`config.mk`:
```
export PLATFORM = sky130hd
export DESIGN_NAME = first_fit_run_allocator_core
export DESIGN_NICKNAME = d
export VERILOG_FILES = /design/src/ffra_pkg.sv /design/src/ffra_ram.sv /design/src/ffra_ctrl.sv /design/src/first_fit_run_allocator_core.sv
export SDC_FILE = /design/constraint.sdc
export NUM_CORES = 1
export LEC_CHECK = 0
export BUFFER_PORTS_ARGS = -buffer_cell sky130_fd_sc_hd__buf_2
export CAP_MARGIN = 30
export CORE_MARGIN = 2
export CORE_UTILIZATION = 62
export CTS_BUF_LIST = sky130_fd_sc_hd__clkbuf_2
export DETAILED_ROUTE_END_ITERATION = 7
export HOLD_SLACK_MARGIN = 0.05
export PLACE_DENSITY = 0.84
export SYNTH_ARGS = -nofsm -noshare
export SYNTH_HDL_FRONTEND = slang
export SYNTH_SLANG_ARGS = --single-unit
```
`constraint.sdc`:
```
create_clock -name clk -period 7.8 [get_ports clk]
set_clock_uncertainty 0.15 [all_clocks]
set_input_delay 0.39 -clock clk [delete_from_list [all_inputs] [get_ports clk]]
set_output_delay 0.39 -clock clk [all_outputs]
set_load 0.05 [all_outputs]
```
`src/ffra_pkg.sv`:
```
// Package for the first-fit run allocator: payload structs, request codes,
// sequencer states and fixed field widths. Depends on nothing.
package ffra_pkg;

	localparam int SLOTS_DEF       = 64;
	localparam int COUNT_W         = 7;
	localparam int SLOT_W          = 6;
	localparam int OFFSET_W        = 18;
	localparam int OBJ_W           = 13;
	localparam int PADDR_W         = 3;
	localparam int PDATA_W         = 32;

	localparam logic [OBJ_W-1:0] OBJ_BYTES_RESET = 13'd1;

	// Register index, taken from paddr[2] (registers are 4 bytes apart).
	localparam logic REG_OBJECT_BYTES = 1'b0;

	// Request codes.
	localparam logic REQ_ALLOC = 1'b0;
	localparam logic REQ_FREE  = 1'b1;

	typedef struct packed {
		logic               req_type;
		logic [COUNT_W-1:0] count;
		logic [SLOT_W-1:0]  start_slot;
	} req_t;

	typedef struct packed {
		logic                granted;
		logic [SLOT_W-1:0]   grant_slot;
		logic [OFFSET_W-1:0] grant_offset;
	} rsp_t;

	typedef enum logic [2:0] {
		ST_CLEAR,
		ST_IDLE,
		ST_SCAN,
		ST_MUL,
		ST_MARK,
		ST_FREE,
		ST_DONE
	} state_t;

endpackage

```
`src/ffra_ram.sv`:
```
// Generic single-port-write, single-port-read RAM with a registered read.
// Stand-alone; used for the slot occupancy map.
module ffra_ram #(
	parameter int WIDTH = 1,
	parameter int DEPTH = 64
) (
	input  logic                                   clk,
	input  logic                                   we,
	input  logic [((DEPTH > 1) ? $clog2(DEPTH) : 1)-1:0] waddr,
	input  logic [WIDTH-1:0]                       wdata,
	input  logic [((DEPTH > 1) ? $clog2(DEPTH) : 1)-1:0] raddr,
	output logic [WIDTH-1:0]                       rdata
);

	logic [WIDTH-1:0] mem_q [DEPTH];

	always_ff @(posedge clk) begin
		if (we) begin
			mem_q[waddr] <= wdata;
		end
		rdata <= mem_q[raddr];
	end

endmodule

```
`src/ffra_ctrl.sv`:
```
// Sequencer and shared slot walker of the allocator: clearing pass, first-fit
// scan, offset multiply, mark and free loops. Uses ffra_pkg and ffra_ram.
module ffra_ctrl #(
	parameter int SLOTS = ffra_pkg::SLOTS_DEF
) (
	input  logic                           clk,
	input  logic                           arst_n,
	input  logic                           start,
	input  ffra_pkg::req_t                 req,
	input  logic [ffra_pkg::OBJ_W-1:0]     obj_bytes,
	output logic                           busy,
	output logic                           done,
	output ffra_pkg::rsp_t                 rsp
);

	localparam int AW = (SLOTS > 1) ? $clog2(SLOTS) : 1;
	localparam int CW = $clog2(SLOTS + 1);
	localparam int PW = AW + ffra_pkg::OBJ_W;

	ffra_pkg::state_t state_q, state_d;

	logic [CW-1:0]                idx_q;
	logic [ffra_pkg::COUNT_W-1:0] cnt_q;
	logic [ffra_pkg::COUNT_W-1:0] rem_q;
	logic [ffra_pkg::COUNT_W-1:0] run_q;
	logic [ffra_pkg::COUNT_W-1:0] run_inc;
	logic [AW-1:0]                run_start_q;
	logic [AW-1:0]                pos_q;
	logic                         chk_vld_s1;
	logic [AW-1:0]                chk_idx_s1;
	ffra_pkg::rsp_t               rsp_q;

	logic          ram_we;
	logic          ram_wdata;
	logic          ram_rdata;
	logic          at_end;
	logic          last_chk;
	logic          hit;
	logic          miss;
	logic [AW-1:0] hit_pos;
	logic          start_ok;
	logic          too_big;
	logic          walk_wr;
	logic [PW-1:0] prod;

	ffra_ram #(
		.WIDTH(1),
		.DEPTH(SLOTS)
	) u_map (
		.clk  (clk),
		.we   (ram_we),
		.waddr(idx_q[AW-1:0]),
		.wdata(ram_wdata),
		.raddr(idx_q[AW-1:0]),
		.rdata(ram_rdata)
	);

	assign at_end   = (idx_q == CW'(SLOTS));
	assign last_chk = (chk_idx_s1 == AW'(SLOTS - 1));
	assign run_inc  = run_q + 1'b1;
	assign hit      = chk_vld_s1 && !ram_rdata && ((cnt_q == '0) || (run_inc == cnt_q));
	assign miss     = chk_vld_s1 && !hit && last_chk;
	assign hit_pos  = ((cnt_q == '0) || (run_q == '0)) ? chk_idx_s1 : run_start_q;
	assign start_ok = (int'(req.start_slot) < SLOTS);
	assign too_big  = (int'(req.count) > SLOTS);
	assign walk_wr  = (rem_q != '0) && !at_end;
	assign prod     = PW'(pos_q) * PW'(obj_bytes);

	always_ff @(posedge clk or negedge arst_n) begin
		if (!arst_n) begin
			state_q <= ffra_pkg::ST_CLEAR;
		end else begin
			state_q <= state_d;
		end
	end

	always_comb begin
		state_d   = state_q;
		ram_we    = 1'b0;
		ram_wdata = 1'b0;
		case (state_q)
			ffra_pkg::ST_CLEAR: begin
				ram_we = 1'b1;
				if (idx_q == CW'(SLOTS - 1)) begin
					state_d = ffra_pkg::ST_IDLE;
				end
			end
			ffra_pkg::ST_IDLE: begin
				if (start) begin
					if (req.req_type == ffra_pkg::REQ_FREE) begin
						state_d = start_ok ? ffra_pkg::ST_FREE : ffra_pkg::ST_DONE;
					end else begin
						state_d = too_big ? ffra_pkg::ST_DONE : ffra_pkg::ST_SCAN;
					end
				end
			end
			ffra_pkg::ST_SCAN: begin
				if (hit) begin
					state_d = ffra_pkg::ST_MUL;
				end else if (miss) begin
					state_d = ffra_pkg::ST_DONE;
				end
			end
			ffra_pkg::ST_MUL: begin
				state_d = ffra_pkg::ST_MARK;
			end
			ffra_pkg::ST_MARK: begin
				ram_we    = walk_wr;
				ram_wdata = 1'b1;
				if (!walk_wr) begin
					state_d = ffra_pkg::ST_DONE;
				end
			end
			ffra_pkg::ST_FREE: begin
				ram_we = walk_wr;
				if (!walk_wr) begin
					state_d = ffra_pkg::ST_DONE;
				end
			end
			ffra_pkg::ST_DONE: begin
				state_d = ffra_pkg::ST_IDLE;
			end
			default: begin
				state_d = ffra_pkg::ST_IDLE;
			end
		endcase
	end

	// Walker counters and scan pipeline.
	always_ff @(posedge clk or negedge arst_n) begin
		if (!arst_n) begin
			idx_q      <= '0;
			rem_q      <= '0;
			run_q      <= '0;
			chk_vld_s1 <= 1'b0;
		end else begin
			case (state_q)
				ffra_pkg::ST_CLEAR: begin
					idx_q <= idx_q + 1'b1;
				end
				ffra_pkg::ST_IDLE: begin
					rem_q      <= req.count;
					run_q      <= '0;
					chk_vld_s1 <= 1'b0;
					if (req.req_type == ffra_pkg::REQ_FREE && start_ok) begin
						idx_q <= CW'(req.start_slot);
					end else begin
						idx_q <= '0;
					end
				end
				ffra_pkg::ST_SCAN: begin
					chk_vld_s1 <= !at_end;
					if (!at_end) begin
						idx_q <= idx_q + 1'b1;
					end
					if (chk_vld_s1) begin
						run_q <= ram_rdata ? '0 : run_inc;
					end
				end
				ffra_pkg::ST_MUL: begin
					idx_q <= CW'(pos_q);
					rem_q <= cnt_q;
				end
				ffra_pkg::ST_MARK, ffra_pkg::ST_FREE: begin
					if (walk_wr) begin
						idx_q <= idx_q + 1'b1;
						rem_q <= rem_q - 1'b1;
					end
				end
				default: begin
				end
			endcase
		end
	end

	// Payload registers.
	always_ff @(posedge clk) begin
		case (state_q)
			ffra_pkg::ST_IDLE: begin
				if (start) begin
					cnt_q              <= req.count;
					rsp_q.granted      <= (req.req_type == ffra_pkg::REQ_FREE);
					rsp_q.grant_slot   <= '0;
					rsp_q.grant_offset <= '0;
				end
			end
			ffra_pkg::ST_SCAN: begin
				chk_idx_s1 <= idx_q[AW-1:0];
				if (chk_vld_s1 && !ram_rdata && (run_q == '0)) begin
					run_start_q <= chk_idx_s1;
				end
				if (hit) begin
					pos_q <= hit_pos;
				end
			end
			ffra_pkg::ST_MUL: begin
				rsp_q.granted      <= 1'b1;
				rsp_q.grant_slot   <= ffra_pkg::SLOT_W'(pos_q);
				rsp_q.grant_offset <= ffra_pkg::OFFSET_W'(prod);
			end
			default: begin
			end
		endcase
	end

	assign busy = (state_q != ffra_pkg::ST_IDLE);
	assign done = (state_q == ffra_pkg::ST_DONE);
	assign rsp  = rsp_q;

endmodule

```
`src/first_fit_run_allocator_core.sv`:
```
// First-fit run allocator. After the accepting edge an allocate runs the first-fit
// scan, the offset multiply, the mark loop and the result state; a free walks count
// slots (count clamped at the pool end), one slot per cycle through the single write
// port of the slot map. A failed allocate ends after its scan, or without a scan
// if count exceeds SLOTS. Throughput is one word at a time: start is taken only
// while busy is low. After reset a clearing pass zeroes the map, with busy high;
// the result strobe is one cycle wide and the receiver cannot stall it.
// Depends on ffra_pkg and ffra_ctrl.
module first_fit_run_allocator_core #(
	parameter int SLOTS = ffra_pkg::SLOTS_DEF
) (
	input  logic                             clk,
	input  logic                             arst_n,
	input  logic                             start,
	input  ffra_pkg::req_t                   req,
	output logic                             busy,
	output logic                             done,
	output ffra_pkg::rsp_t                   rsp,
	input  logic                             psel,
	input  logic                             penable,
	input  logic                             pwrite,
	input  logic [ffra_pkg::PADDR_W-1:0]     paddr,
	input  logic [ffra_pkg::PDATA_W-1:0]     pwdata,
	output logic [ffra_pkg::PDATA_W-1:0]     prdata,
	output logic                             pready
);

	// The only register is the slot size. It resets to one byte, so the
	// granted offset equals the slot index until software programs it.
	logic [ffra_pkg::OBJ_W-1:0] obj_bytes_q;
	logic                       wr_en;

	assign pready = 1'b1;
	assign wr_en  = psel && penable && pwrite && pready;

	always_ff @(posedge clk or negedge arst_n) begin
		if (!arst_n) begin
			obj_bytes_q <= ffra_pkg::OBJ_BYTES_RESET;
		end else if (wr_en && (paddr[2] == ffra_pkg::REG_OBJECT_BYTES)) begin
			obj_bytes_q <= pwdata[ffra_pkg::OBJ_W-1:0];
		end
	end

	// Reads of addresses past the register return zero.
	assign prdata = (paddr[2] == ffra_pkg::REG_OBJECT_BYTES) ?
		ffra_pkg::PDATA_W'(obj_bytes_q) : '0;

	// The sequencer owns the slot map and walks it one slot per cycle for
	// the clearing pass, the first-fit scan, and the mark and free loops.
	ffra_ctrl #(
		.SLOTS(SLOTS)
	) u_ctrl (
		.clk      (clk),
		.arst_n   (arst_n),
		.start    (start),
		.req      (req),
		.obj_bytes(obj_bytes_q),
		.busy     (busy),
		.done     (done),
		.rsp      (rsp)
	);

endmodule

```
=== Yosys cells after proc, flatten, opt, wreduce, memory -nomap -nowiden ===
Memory sizes are Yosys's and may differ from the RTL's. A register that Yosys moved wholly into a read port is not among the register bits.
Cells that the tools add are included.

* Bits in registers: 88
* RAM bits: 64
* Bits of input ports: 55
* Output and inout port bits: 60
* Logic and storage cells: 95
* Memories: 1

* Add/subtract/negate cells: 3
* Multipliers: 1
* Magnitude comparators: 1
* Equal/unequal tests: 18
* Mux-type cells: 26
* Bitwise logic cells: 1
* Reduce and logical (&&, ||, !) cells: 31

{| class="wikitable"
|+ Memory list
! memory !! words !! width !! rd ports !! clocked after memory_dff !! write ports !! RTL line !! source
|-
| u_ctrl.u_map.mem_q || 64 || 1 || 1 || 1 || 1 || ffra_ram.sv:15 || <nowiki>logic [WIDTH-1:0] mem_q [DEPTH];</nowiki>
|}

{| class="wikitable"
|+ Operators by type and width
! operator !! count
|-
| $pmux W25 S2 || 1
|-
| $mux W7 || 5
|-
| $pmux W7 S5 || 1
|-
| $mux W25 || 1
|-
| $mux W3 || 7
|-
| $pmux W7 S3 || 1
|-
| $mul A6 B13 Y18 || 1
|-
| $pmux W3 S5 || 1
|-
| $add A7 B1 Y7 const B || 2
|-
| $logic_not A7 Y1 || 2
|-
| $pmux W7 S2 || 1
|-
| $mux W13 || 1
|-
| $mux W6 || 2
|-
| $reduce_and A2 Y1 || 6
|-
| $eq A3 B3 Y1 const B || 3
|-
| $logic_and A1 B1 Y1 || 9
|-
| $eq A7 B6 Y1 const B || 1
|-
| $eq A7 B7 Y1 || 1
|-
| $eq A7 B7 Y1 const B || 1
|-
| $gt A7 B7 Y1 const B || 1
|-
| $reduce_bool A7 Y1 || 1
|-
| $sub A7 B1 Y7 const B || 1
|-
| $eq A3 B2 Y1 const B || 2
|-
| $eq A6 B6 Y1 const B || 1
|-
| 16 further kinds || 28
|}

=== Logic depth before layout (Yosys ltp) ===
Gate-level depths: netlist (run 1).

* Word-level depth: 10
* Mapped depth: 14
* Gate-level depth less buffers: 13

=== By module ===
From an unflattened synthesis (run 1), not the netlist that was laid out.

* Cell total of the unflattened synthesis: 874
* Area total of the unflattened synthesis: 9,714.3 um2

{| class="wikitable"
|+ Modules (own cells, without submodules)
! module !! times used !! cells each !! area an instance (um2) !! sequential area each (um2)
|-
| ffra_ctrl || 1 || 606 || 6,008.3 || 2,127.0
|-
| ffra_ram || 1 || 204 || 2,914.0 || 1,941.9
|-
| first_fit_run_allocator_core || 1 || 64 || 792.0 || 326.6
|}

=== Least setup slack after synthesis (run 1) ===
Ideal clock, no wire load.

* Path kind: register -> register
* From: register u_ctrl.pos_q[5]
* To: register u_ctrl.rsp_q, in the netlist u_ctrl.rsp[17], data pin
* Library setup time: 0.264 ns
* Arrival: 3.661 ns
* Required time: 7.386 ns
* Setup slack: 3.725 ns
* Stages on the path, launching flop included: 14
* Buffers on the path: 1
* Period minus slack after synthesis: 4.075 ns
* Cells stage by stage: edfxtp_1 clkbuf_1 and2_1 fa_1 fa_1 inv_1 fa_1 inv_1 ha_1 o211a_1 and3_1 a211oi_1 or3_1 nand3_1

* Longest elaborated chain between the ends: 2

{| class="wikitable"
|+ Ends and longest elaborated chain
! element !! RTL line !! source
|-
| start, declared || ffra_ctrl.sv:28 || <nowiki>logic [AW-1:0] pos_q;</nowiki>
|-
| start signal, assigned || ffra_ctrl.sv:193 || <nowiki>pos_q <= hit_pos;</nowiki>
|-
| $mul A6 B13 Y18 || ffra_ctrl.sv:67 || <nowiki>assign prod = PW'(pos_q) * PW'(obj_bytes);</nowiki>
|-
| $pmux W25 S2 || ffra_ctrl.sv:178 || <nowiki>case (state_q)</nowiki>
|-
| end, declared || ffra_ctrl.sv:31 || <nowiki>ffra_pkg::rsp_t rsp_q;</nowiki>
|}

Every way passes these cells.
A chain may end at the register's enable or synchronous reset.

=== Worst setup path after layout (run 1) ===
* From: register u_ctrl.pos_q[2]
* To: register u_ctrl.rsp_q, in the netlist u_ctrl.rsp[17], data pin

Same word-level chain as after synthesis.

==> reports/qor.csv, run 1 <==
metric,value,unit
unrepaired setup endpoints after global routing,false,
IO Count,115,
"EDFF count, synth",114,
number of buffers created by CTS,17,
"Distinct cells, synth",75,
"FF+latch count, synth",153,
RR Startpoint,u_ctrl.pos_q[2]$_DFFE_PP_,
Crit Path Max Fanout,15,
clk root buf,clkbuf_2,
number of remaining DRC errors,0,
# nets final,1097,
reg2reg setup slack,3.27,ns
CTS tree,yes,
Skew-Pair Late Insertion Delay,0.80,ns
vias in the first global route,6860,
CTS Buffer Depth,2,
layout cell share with drive strength beyond 1,16.5,%
"count leader, synth",edfxtp_1,
Post-DP HPWL,14200,um
Fin. Hold Viols,0,
leakage,4.40,nW
die area,0.0168,mm2
Worst EP required,8.19,ns
initial antenna violation count,1,
Reg2Reg Depth,12,
starting density of the core,63.7,%
vias per inst,5.86,
Synth Flop Type,edfxtp_1,
Critical Path AT,4.92,ns
final-report max-slew violation count,0,
GPL Wtd Cong,0.852,
Area growth syn-to-layout,9.79,%
core area,0.0153,mm2
largest net degree at the start of global routing,65,
vias after detailed routing,6974,
crit end category,register,
grt ovf,0,
FILL cells,1160,
Yosys warning count,0,
peak supply drop,0.232,mV
Crit Path Class,reg -> reg,
Port Buf Inserts,73,
CP most frequent cell,fa_1,
routed length per instance,17.2,um
Die W,129,um
CP Cell Sequence,and2_1 > fa_1 > inv_1 > fa_1 > fa_1 > inv_1 > ha_1 > a21oi_1 > o2111ai_1 > a211oi_1 > or3_1 > nand3_1,
DRT iter0 DRCs,644,
syn_area_per_cell,11.0,um2
CP max stage cell,edfxtp_1,
Tightest Pin Transition,0.923,ns
status,"complete, no violations",
setup bufs post-CTS,0,
CTS H-tree lvls,4,
Clock Sinks,153,
Post-synth top cells,"edfxtp_1, nor2_1, and2_1, inv_1, fa_1",
post-synthesis sequential area ratio,45.0,%
Area contributors post-synth,"edfxtp_1, dfrtp_1, fa_1, and2_1, ha_1",
final WL,20400,um
post-place setup slack,3.38,ns
Die Span Y,129,um
Clock transition at path regs,0.26,ns
"FFs w/ async S/R, synth",24.8,%
min-delay worst type,in -> async,
Multi-input gate area,0.00480,mm2
endpoints failing setup,0,
Yosys top cell by area,edfxtp_1,
PD cells,321,mW/mm2
Cell Rows,45,
fin crit share,58.1,%
GRT Overall Usage,25.3,%
R2R Path End,u_ctrl.rsp[17]$_SDFFCE_PN0P_,
max_cap viols,0,
min Tclk post-route,4.53,ns
f_max,0.221,GHz
Post-Syn Area,0.00976,mm2
drt pass-1 iters,5,
startpoint types,register,
Rel. slew slack,38.4,%
first-pass GRT wire length,32700,um
Yosys top cell area share,35.1,%
Post-Synthesis Cells,885,
Reg area,0.00440,mm2
crit-path max cell delay,0.72,ns
final worst setup slack,3.27,ns
setup TNS,0,ns
post-route antenna net violation count,0,
## critical path, delay by kind of cell (launching register included)
family,cells,cell delay [ns]
flops,1,0.72
fa+ha+maj,4,1.89
simple gates,3,0.52
compound gates,3,0.93
buf+inv,2,0.09
## report_power, final
part           switching (mW)  total, mW  internal, mW
combinational            1.13       1.79         0.663
clock                   0.361      0.479         0.118
sequential              0.132       1.18          1.04
## cells by family after synthesis
logic type,after synthesis,synth area share (%)
xor+xnor,20,1.94
flops,153,45.0
simple gates,333,18.5
mux,45,6.68
buf+inv,139,6.54
other cells,2,0.0769
compound gates,117,8.09
fa+ha+maj,76,13.1
## layout by cell type (no fill, tap or decap), types with 6 or more instances in the layout
cell type and n:
clkbuf_2 17, o21ai_0 37, nor2_1 90, inv_1 74, and2_1 82, nor2b_1 19, xor2_1 8, a31oi_1 6
nand2_1 37, edfxtp_1 114, or3_1 6, mux4_2 14, dfrtp_1 37, mux2i_1 10, nor3_1 14, a21oi_1 22
nand2b_1 11, mux2_2 21, buf_2 73, dlygate4sd3_1 29, a211oi_1 6, ha_1 32, xnor2_1 11, inv_8 7
nand3_1 18, conb_1 20, nor4_1 14, fa_1 44, a221o_1 7
## state kept, by name (all words and copies together), names as in the netlist
name and flops:
u_ctrl.chk_idx_s1 6, u_ctrl.u_map.mem_q 64, u_ctrl.idx_q 7, obj_bytes_q 13, u_ctrl.run_q 7, u_ctrl.rsp 25, u_ctrl.pos_q 6, u_ctrl.cnt_q 7
u_ctrl.chk_vld_s1 1, u_ctrl.rem_q 7, u_ctrl.u_map.rdata 1, u_ctrl.run_start_q 6, u_ctrl.state_q 3
## metal layers
layer	track usage, %	vias to the layer above	routed length (um)
li1	-	3233	-
met2	43.7	283	10300
met1	31.8	3417	8300
met4	9.61	0	470
met5	0	-	0
met3	5.04	41	1320
## cell type report
cell class	instances	area share, %
antenna	1	0.0234
clock buffer	17	0.794
clock inverter	15	1.74
inverter	76	2.66
multi-input combinational	611	44.8
sequential	153	41.0
tap	211	2.46
timing repair buffer	107	6.54
## what timing repair did
item	CTS	global route
endpoints found under the hold margin	81	0
hold buffers	29	0
gates resized for setup	0	0
## worst max-delay path by stage
stage | start | to | slack, ns | cells past startpoint
global route | u_ctrl.pos_q[2]$_DFFE_PP_ | u_ctrl.rsp[17]$_SDFFCE_PN0P_ | 2.92 | 12
finish | u_ctrl.pos_q[2]$_DFFE_PP_ | u_ctrl.rsp[17]$_SDFFCE_PN0P_ | 3.27 | 12
global placement | u_ctrl.pos_q[0]$_DFFE_PP_ | u_ctrl.rsp[17]$_SDFFCE_PN0P_ | 3.40 | 12
floorplan | u_ctrl.pos_q[5]$_DFFE_PP_ | u_ctrl.rsp[17]$_SDFFCE_PN0P_ | 3.72 | 13
CTS | u_ctrl.pos_q[0]$_DFFE_PP_ | u_ctrl.rsp[17]$_SDFFCE_PN0P_ | 3.31 | 12
detailed placement | u_ctrl.pos_q[2]$_DFFE_PP_ | u_ctrl.rsp[17]$_SDFFCE_PN0P_ | 3.38 | 12
## stage by stage
stage	hold slack [ns]	std cells	total power, mW	area [um2]	utilization, %
after CTS	0.0757	1190	3.45	10700	70.0
after detailed placement	0.305	1129	2.96	10200	66.3
after floorplan	-0.0556	903	2.58	9830	-
after global placement	0.306	1128	2.91	10100	66.2
final	0.0912	1191	3.44	10700	70.0
after global routing	0.113	1191	3.70	10700	70.0
Note: power is estimated with default switching activity, not from simulation.
==> run 2, diff against run 1 <==
Settings changed: CORE_UTILIZATION 62 to 55, PLACE_DENSITY 0.84 to 0.79.
Clock period 7.8 ns to 4 ns, I/O delays scaled along.
==> run 2 against run 1 <==
Net effect: the flow now finishes with violations (negative setup slack); clock-buffer cell count is 1 higher; sequential cell count unchanged; power increased by 130%; clock power increased by 82%; critical path depth increased by 2; design area is 10% higher; register-to-register slack got worse by 3.3 ns; global-route usage is 1.2 points lower; critical path type unchanged.
==> reports/qor.csv, run 2 (synthesis gave the netlist of run 1 again) <==
metric,value,unit,change
Clock Sinks,153,,unchanged
grt ovf,0,,unchanged
Skew-Pair Late Insertion Delay,0.75,ns,was 0.80 ns
R2R Path End,u_ctrl.rsp[16]$_SDFFCE_PN0P_,,was u_ctrl.rsp[17]$_SDFFCE_PN0P_
startpoint types,register,,unchanged
violated checks,negative setup slack,,
endpoints failing setup,2,,was 0
IO Count,115,,unchanged
min Tclk post-route,4.02,ns,was 4.53 ns
WHS Endpoint,u_ctrl.rem_q[1]$_DFFE_PN0P_,,
GPL Wtd Cong,0.842,,was 0.852
Tightest Pin Transition,0.925,ns,was 0.923 ns
number of buffers created by CTS,17,,unchanged
DRT iter0 DRCs,538,,was 644
vias per inst,5.68,,was 5.86
final-report max-slew violation count,0,,unchanged
vias after detailed routing,7337,,"was 6,974"
hold path start,req[7],,
clk root buf,clkbuf_2,,unchanged
CTS Buffer Depth,2,,unchanged
highest-count cells in the layout ignoring fill and taps,"edfxtp_1, nor2_1, buf_2",,"was edfxtp_1, nor2_1, and2_1"
# nets final,1183,,"was 1,097"
CTS H-tree lvls,4,,unchanged
layout cell share with drive strength beyond 1,27.4,%,was 16.5%
leakage,4.85,nW,was 4.40 nW
reg2reg setup slack,-0.02,ns,was 3.27 ns
vias in the first global route,7039,,"was 6,860"
max reg flops,64,,unchanged
final WL,22600,um,"was 20,400 um"
number of remaining DRC errors,0,,unchanged
min-delay worst type,in -> reg,,was in -> async
post-route antenna net violation count,0,,unchanged
setup TNS,-0.0226,ns,was 0 ns
starting density of the core,56.4,%,was 63.7%
CTS tree,yes,,unchanged
Cell Rows,48,,was 45
Hold Path Stages,4,,
Reg with most FFs,u_ctrl.u_map.mem_q,,unchanged
"commonest non-fill, non-tap cell in the layout",edfxtp_1,,unchanged
GRT Overall Usage,24.1,%,was 25.3%
drt pass-1 iters,5,,unchanged
crit end category,register,,unchanged
worst hold slack,0.142,ns,was 0.0912 ns
fin crit share,100,%,was 58.1%
Design Power,7.84,mW,was 3.44 mW
final worst setup slack,-0.0172,ns,was 3.27 ns
Crit Path Class,reg -> reg,,unchanged
PD cells,665,mW/mm2,was 321 mW/mm2
largest net degree at the start of global routing,65,,unchanged
max_cap viols,0,,unchanged
Reg2Reg Depth,14,,was 12
Area growth syn-to-layout,20.8,%,was 9.79%
Fin. Hold Viols,0,,unchanged
Worst EP required,4.36,ns,was 8.19 ns
Post-DP HPWL,14800,um,"was 14,200 um"
core area,0.0173,mm2,was 0.0153 mm2
Crit Path Max Fanout,7,,was 15
Port Buf Inserts,73,,unchanged
RR Startpoint,u_ctrl.pos_q[3]$_DFFE_PP_,,was u_ctrl.pos_q[2]$_DFFE_PP_
die area,0.0188,mm2,was 0.0168 mm2
status,finished with violations,,"was complete, no violations"
unrepaired setup endpoints after global routing,true,,was false
Die Span Y,137,um,was 129 um
Clock transition at path regs,0.25,ns,was 0.26 ns
f_max,0.249,GHz,was 0.221 GHz
Die W,137,um,was 129 um
Critical Path AT,4.38,ns,was 4.92 ns
initial antenna violation count,1,,unchanged
first-pass GRT wire length,34600,um,"was 32,700 um"
peak supply drop,0.443,mV,was 0.232 mV
routed length per instance,17.5,um,was 17.2 um
Rel. slew slack,38.3,%,was 38.4%
## run 2: cell types whose count changed in the layout (fill, tap and decap cells not counted), moves of 4 or more
| cell | before | now |
|---|---|---|
| ha_4 | 0 | 10 |
| ha_1 | 32 | 22 |
| and2_1 | 82 | 63 |
| and2_4 | 1 | 20 |
| inv_2 | 1 | 16 |
| inv_8 | 7 | 3 |
| dlygate4sd3_1 | 29 | 52 |
| buf_6 | 0 | 10 |
| a21oi_1 | 22 | 18 |
| o21ai_0 | 37 | 32 |
| inv_1 | 74 | 59 |
| inv_6 | 1 | 5 |
| buf_4 | 4 | 55 |
## run 2: power by group
| part | internal (mW) | total (mW) | switching [mW] |
|---|---|---|---|
| Clock | 0.209 | 0.873 | 0.663 |
| Combinational | 2.02 | 4.69 | 2.67 |
| Sequential | 2.04 | 2.28 | 0.240 |
| Total | 4.27 | 7.84 | 3.57 |
## run 2: critical path, cell delays in order (launching register included)
cell and delay, ns:
edfxtp_1 0.48, buf_4 0.19, and2_4 0.15, fa_1 0.51, fa_1 0.56, inv_2 0.05
fa_1 0.49, inv_2 0.05, ha_4 0.26, buf_4 0.10, o211a_1 0.16, and3_4 0.23
and4_4 0.23, o21ai_1 0.06, nor3b_2 0.15
## run 2: repair_timing
item | 4_1_cts | 5_1_grt
setup buffers | 7 | 10
hold buffers | 49 | 4
gates resized for setup | 27 | 67
hold endpoints to repair | 82 | 4
setup endpoints to repair | 8 | 10
pin swaps | 11 | 56
gates cloned | 0 | 1
## run 2: final cells by class
cell class	instances	area (um2)
repair buffers	193	1460
inverters	76	285
clock buffers	18	90.1
diodes	1	2.50
clock inverters	14	153
multi-input cells	611	5120
well taps	225	282
fillers	1250	5510
flip-flops and latches	153	4400
## run 2: per-layer routing
metal | share of wire (%) | track usage, % | wire (um) | vias to the layer above
li1 | - | - | - | 3401
met1 | 39 | 29.7 | 8870 | 3634
met2 | 53 | 41.8 | 11900 | 264
met3 | 5.9 | 5.37 | 1340 | 38
met4 | 2.2 | 8.59 | 489 | 0
met5 | 0 | 0 | 0 | -
## run 2: worst max-delay path by stage
stage                         startpoint                           end  cells after the start
6_report       u_ctrl.pos_q[3]$_DFFE_PP_  u_ctrl.rsp[16]$_SDFFCE_PN0P_                     14
5_1_grt        u_ctrl.pos_q[3]$_DFFE_PP_  u_ctrl.rsp[16]$_SDFFCE_PN0P_                     14
4_1_cts        u_ctrl.pos_q[5]$_DFFE_PP_  u_ctrl.rsp[16]$_SDFFCE_PN0P_                     14
3_5_place_dp   u_ctrl.pos_q[1]$_DFFE_PP_  u_ctrl.rsp[16]$_SDFFCE_PN0P_                     12
3_3_place_gp   u_ctrl.pos_q[1]$_DFFE_PP_  u_ctrl.rsp[16]$_SDFFCE_PN0P_                     13
2_1_floorplan  u_ctrl.pos_q[0]$_DFFE_PP_  u_ctrl.rsp[16]$_SDFFCE_PN0P_                     13
## run 2: stage by stage
step                      area (um2)  worst slack (ns)  cells  util [%]
after floorplan                 9850           -0.0103    903         -
after global placement         10500            -0.116   1187      60.8
after detailed placement       10500            -0.146   1187      60.8
after CTS                      11400            0.0112   1275      66.1
after global routing           11800            -0.146   1291      68.1
final                          11800           -0.0172   1291      68.1
==> run 3, diff against run 2 <==
Settings changed: RECOVER_POWER set to 100.
==> run 3 against run 2 <==
Net effect: the run ends with max-capacitance violations, max-slew violations, negative setup slack left; sequential power is essentially flat; largest cell class unchanged; sequential share of layout area grew 0.28 points; power shrank 0.42%; critical path type unchanged.
==> reports/qor.csv, run 3 (synthesis gave the netlist of run 1 again) <==
metric,value,unit,change
status,finished with violations,,unchanged
violated checks,"max-capacitance violations, max-slew violations, negative setup slack",,was negative setup slack
GR peak layer,met2,,unchanged
FILL cells,1277,,"was 1,250"
Psw,3.57,mW,about the same
peak supply drop,0.441,mV,was 0.443 mV
Skew-Pair Late Insertion Delay,0.76,ns,was 0.75 ns
IO Count,115,,unchanged
number of buffers created by CTS,17,,unchanged
Worst EP required,4.37,ns,was 4.36 ns
worst hold slack,0.145,ns,was 0.142 ns
Die W,137,um,unchanged
vias in the first global route,7039,,unchanged
Crit Path Class,reg -> reg,,unchanged
Crit Path Max Fanout,7,,unchanged
drt pass-1 iters,8,,was 5
Rel. slew slack,-51.8,%,was 38.3%
switch share,45.8,%,was 45.5%
largest net degree at the start of global routing,65,,unchanged
number of remaining DRC errors,0,,unchanged
CTS H-tree lvls,4,,unchanged
max_cap viols,1,,was 0
Combinational Power Share,59.5,%,was 59.8%
GR met2 Demand/Resource,41.8,%,unchanged
GRT Overall Usage,24.1,%,unchanged
die area,0.0188,mm2,unchanged
grt met1 use,29.7,%,unchanged
post-layout util,67.6,%,was 68.1%
final WL,22700,um,"was 22,600 um"
PD cells,667,mW/mm2,was 665 mW/mm2
initial antenna violation count,1,,unchanged
# nets final,1183,,unchanged
final worst setup slack,-0.0168,ns,was -0.0172 ns
Port Buf Inserts,73,,unchanged
vias per inst,5.72,,was 5.68
CTS Buffer Depth,2,,unchanged
vias after detailed routing,7382,,"was 7,337"
grt ovf,0,,unchanged
Die Span Y,137,um,unchanged
crit end category,register,,unchanged
min Tclk post-route,4.02,ns,about the same
core area,0.0173,mm2,unchanged
layout cell share with drive strength beyond 1,23.2,%,was 27.4%
clock share of power,11.3,%,was 11.1%
Clock Sinks,153,,unchanged
CTS tree,yes,,unchanged
leakage,4.71,nW,was 4.85 nW
f_max,0.249,GHz,about the same
Cell Rows,48,,unchanged
routed length per instance,17.6,um,was 17.5 um
Post-DP HPWL,14800,um,unchanged
final-report max-slew violation count,38,,was 0
DRT iter0 DRCs,538,,unchanged
GPL Wtd Cong,0.842,,unchanged
highest-count cells in the layout ignoring fill and taps,"edfxtp_1, nor2_1, and2_1",,"was edfxtp_1, nor2_1, buf_2"
endpoints failing setup,1,,was 2
Post-Layout Cell Count,1291,,unchanged
"commonest non-fill, non-tap cell in the layout",edfxtp_1,,unchanged
unrepaired setup endpoints after global routing,true,,unchanged
fin crit share,100,%,about the same
max reg flops,64,,unchanged
starting density of the core,56.4,%,unchanged
Reg with most FFs,u_ctrl.u_map.mem_q,,unchanged
Area growth syn-to-layout,19.8,%,was 20.8%
met3 usage,5.37,%,unchanged
first-pass GRT wire length,34600,um,unchanged
post-route antenna net violation count,0,,unchanged
clk root buf,clkbuf_2,,unchanged
Critical Path AT,4.39,ns,was 4.38 ns
reg2reg setup slack,-0.02,ns,about the same
placed instance count,1187,,unchanged
sequential share of power,29.2,%,was 29.1%
Fin. Hold Viols,0,,unchanged
Clock transition at path regs,0.25,ns,about the same
startpoint types,register,,unchanged
Internal,4.23,mW,was 4.27 mW
Tightest Pin Transition,2.28,ns,was 0.925 ns
min-delay worst type,in -> reg,,unchanged
## run 3: path summary, 6_finish.rpt
path                                                startpoint                               to  depth (start not counted)
worst max-delay path                 u_ctrl.pos_q[3]$_DFFE_PP_     u_ctrl.rsp[16]$_SDFFCE_PN0P_                         14
worst max register to register       u_ctrl.pos_q[3]$_DFFE_PP_     u_ctrl.rsp[16]$_SDFFCE_PN0P_                         14
max in group asynchronous                               arst_n       obj_bytes_q[3]$_DFFE_PN0P_                          4
worst min-delay path                                    pwrite       obj_bytes_q[6]$_DFFE_PN0P_                          3
min in group asynchronous                               arst_n       obj_bytes_q[0]$_DFFE_PN1P_                          3
worst min register to register  u_ctrl.chk_idx_s1[0]$_DFFE_PP_  u_ctrl.run_start_q[0]$_DFFE_PP_                          0
## run 3: what timing repair did
action                                  CTS  global route
hold buffers                             49             4
setup buffers                             7            10
endpoints found under the setup margin    8            10
resized for setup                        27            67
hold endpoints to repair                 82             4
gates cloned                              0             1
pin swaps                                11            56
## run 3: area by class of cell
| cell class | count | area [um2] | share of cell area (%) |
|---|---|---|---|
| Antenna cell | 1 | 2.50 | 0.0214 |
| Clock buffer | 18 | 90.1 | 0.770 |
| Clock inverter | 14 | 153 | 1.30 |
| Inverter | 76 | 285 | 2.44 |
| Multi-Input combinational cell | 611 | 5120 | 43.7 |
| Sequential cell | 153 | 4400 | 37.6 |
| Tap cell | 225 | 282 | 2.41 |
| Timing Repair Buffer | 193 | 1370 | 11.7 |
## run 3: power by group through the flow
stage / Sequential (mW) / Combinational, mW / Clock (mW)
3_5_place_dp: 2.30 / 3.83 / 0
3_3_place_gp: 2.29 / 3.74 / 0
4_1_cts: 2.27 / 4.16 / 0.886
5_1_grt: 2.32 / 5.07 / 0.958
2_1_floorplan: 2.49 / 2.58 / 0
6_report: 2.28 / 4.64 / 0.878
## run 3: stage by stage
stage	cell area [um2]	total power [mW]	TNS [ns]	setup WS [ns]
finish	11700	7.80	-0.0168	-0.0168
global route	11700	8.34	-0.790	-0.146
CTS	11400	7.31	0	0.0112
detailed placement	10500	6.13	-0.736	-0.146
global placement	10500	6.03	-0.375	-0.116
floorplan	9850	5.07	-0.0103	-0.0103
## run 3: critical path, stage by stage (launching register included)
cell and delay (ns):
edfxtp_1 0.47, buf_4 0.19, and2_4 0.15, fa_1 0.51, fa_1 0.56, inv_2 0.05, fa_1 0.49, inv_2 0.05
ha_4 0.26, buf_4 0.10, o211a_1 0.16, and3_4 0.23, and4_4 0.23, o21ai_1 0.06, nor3b_2 0.16
## run 3: per-layer routing
metal	routed length (um)	part of all wire (%)
met1	8890	39
met2	11900	52
met3	1420	6.3
met4	494	2.2
met5	0	0
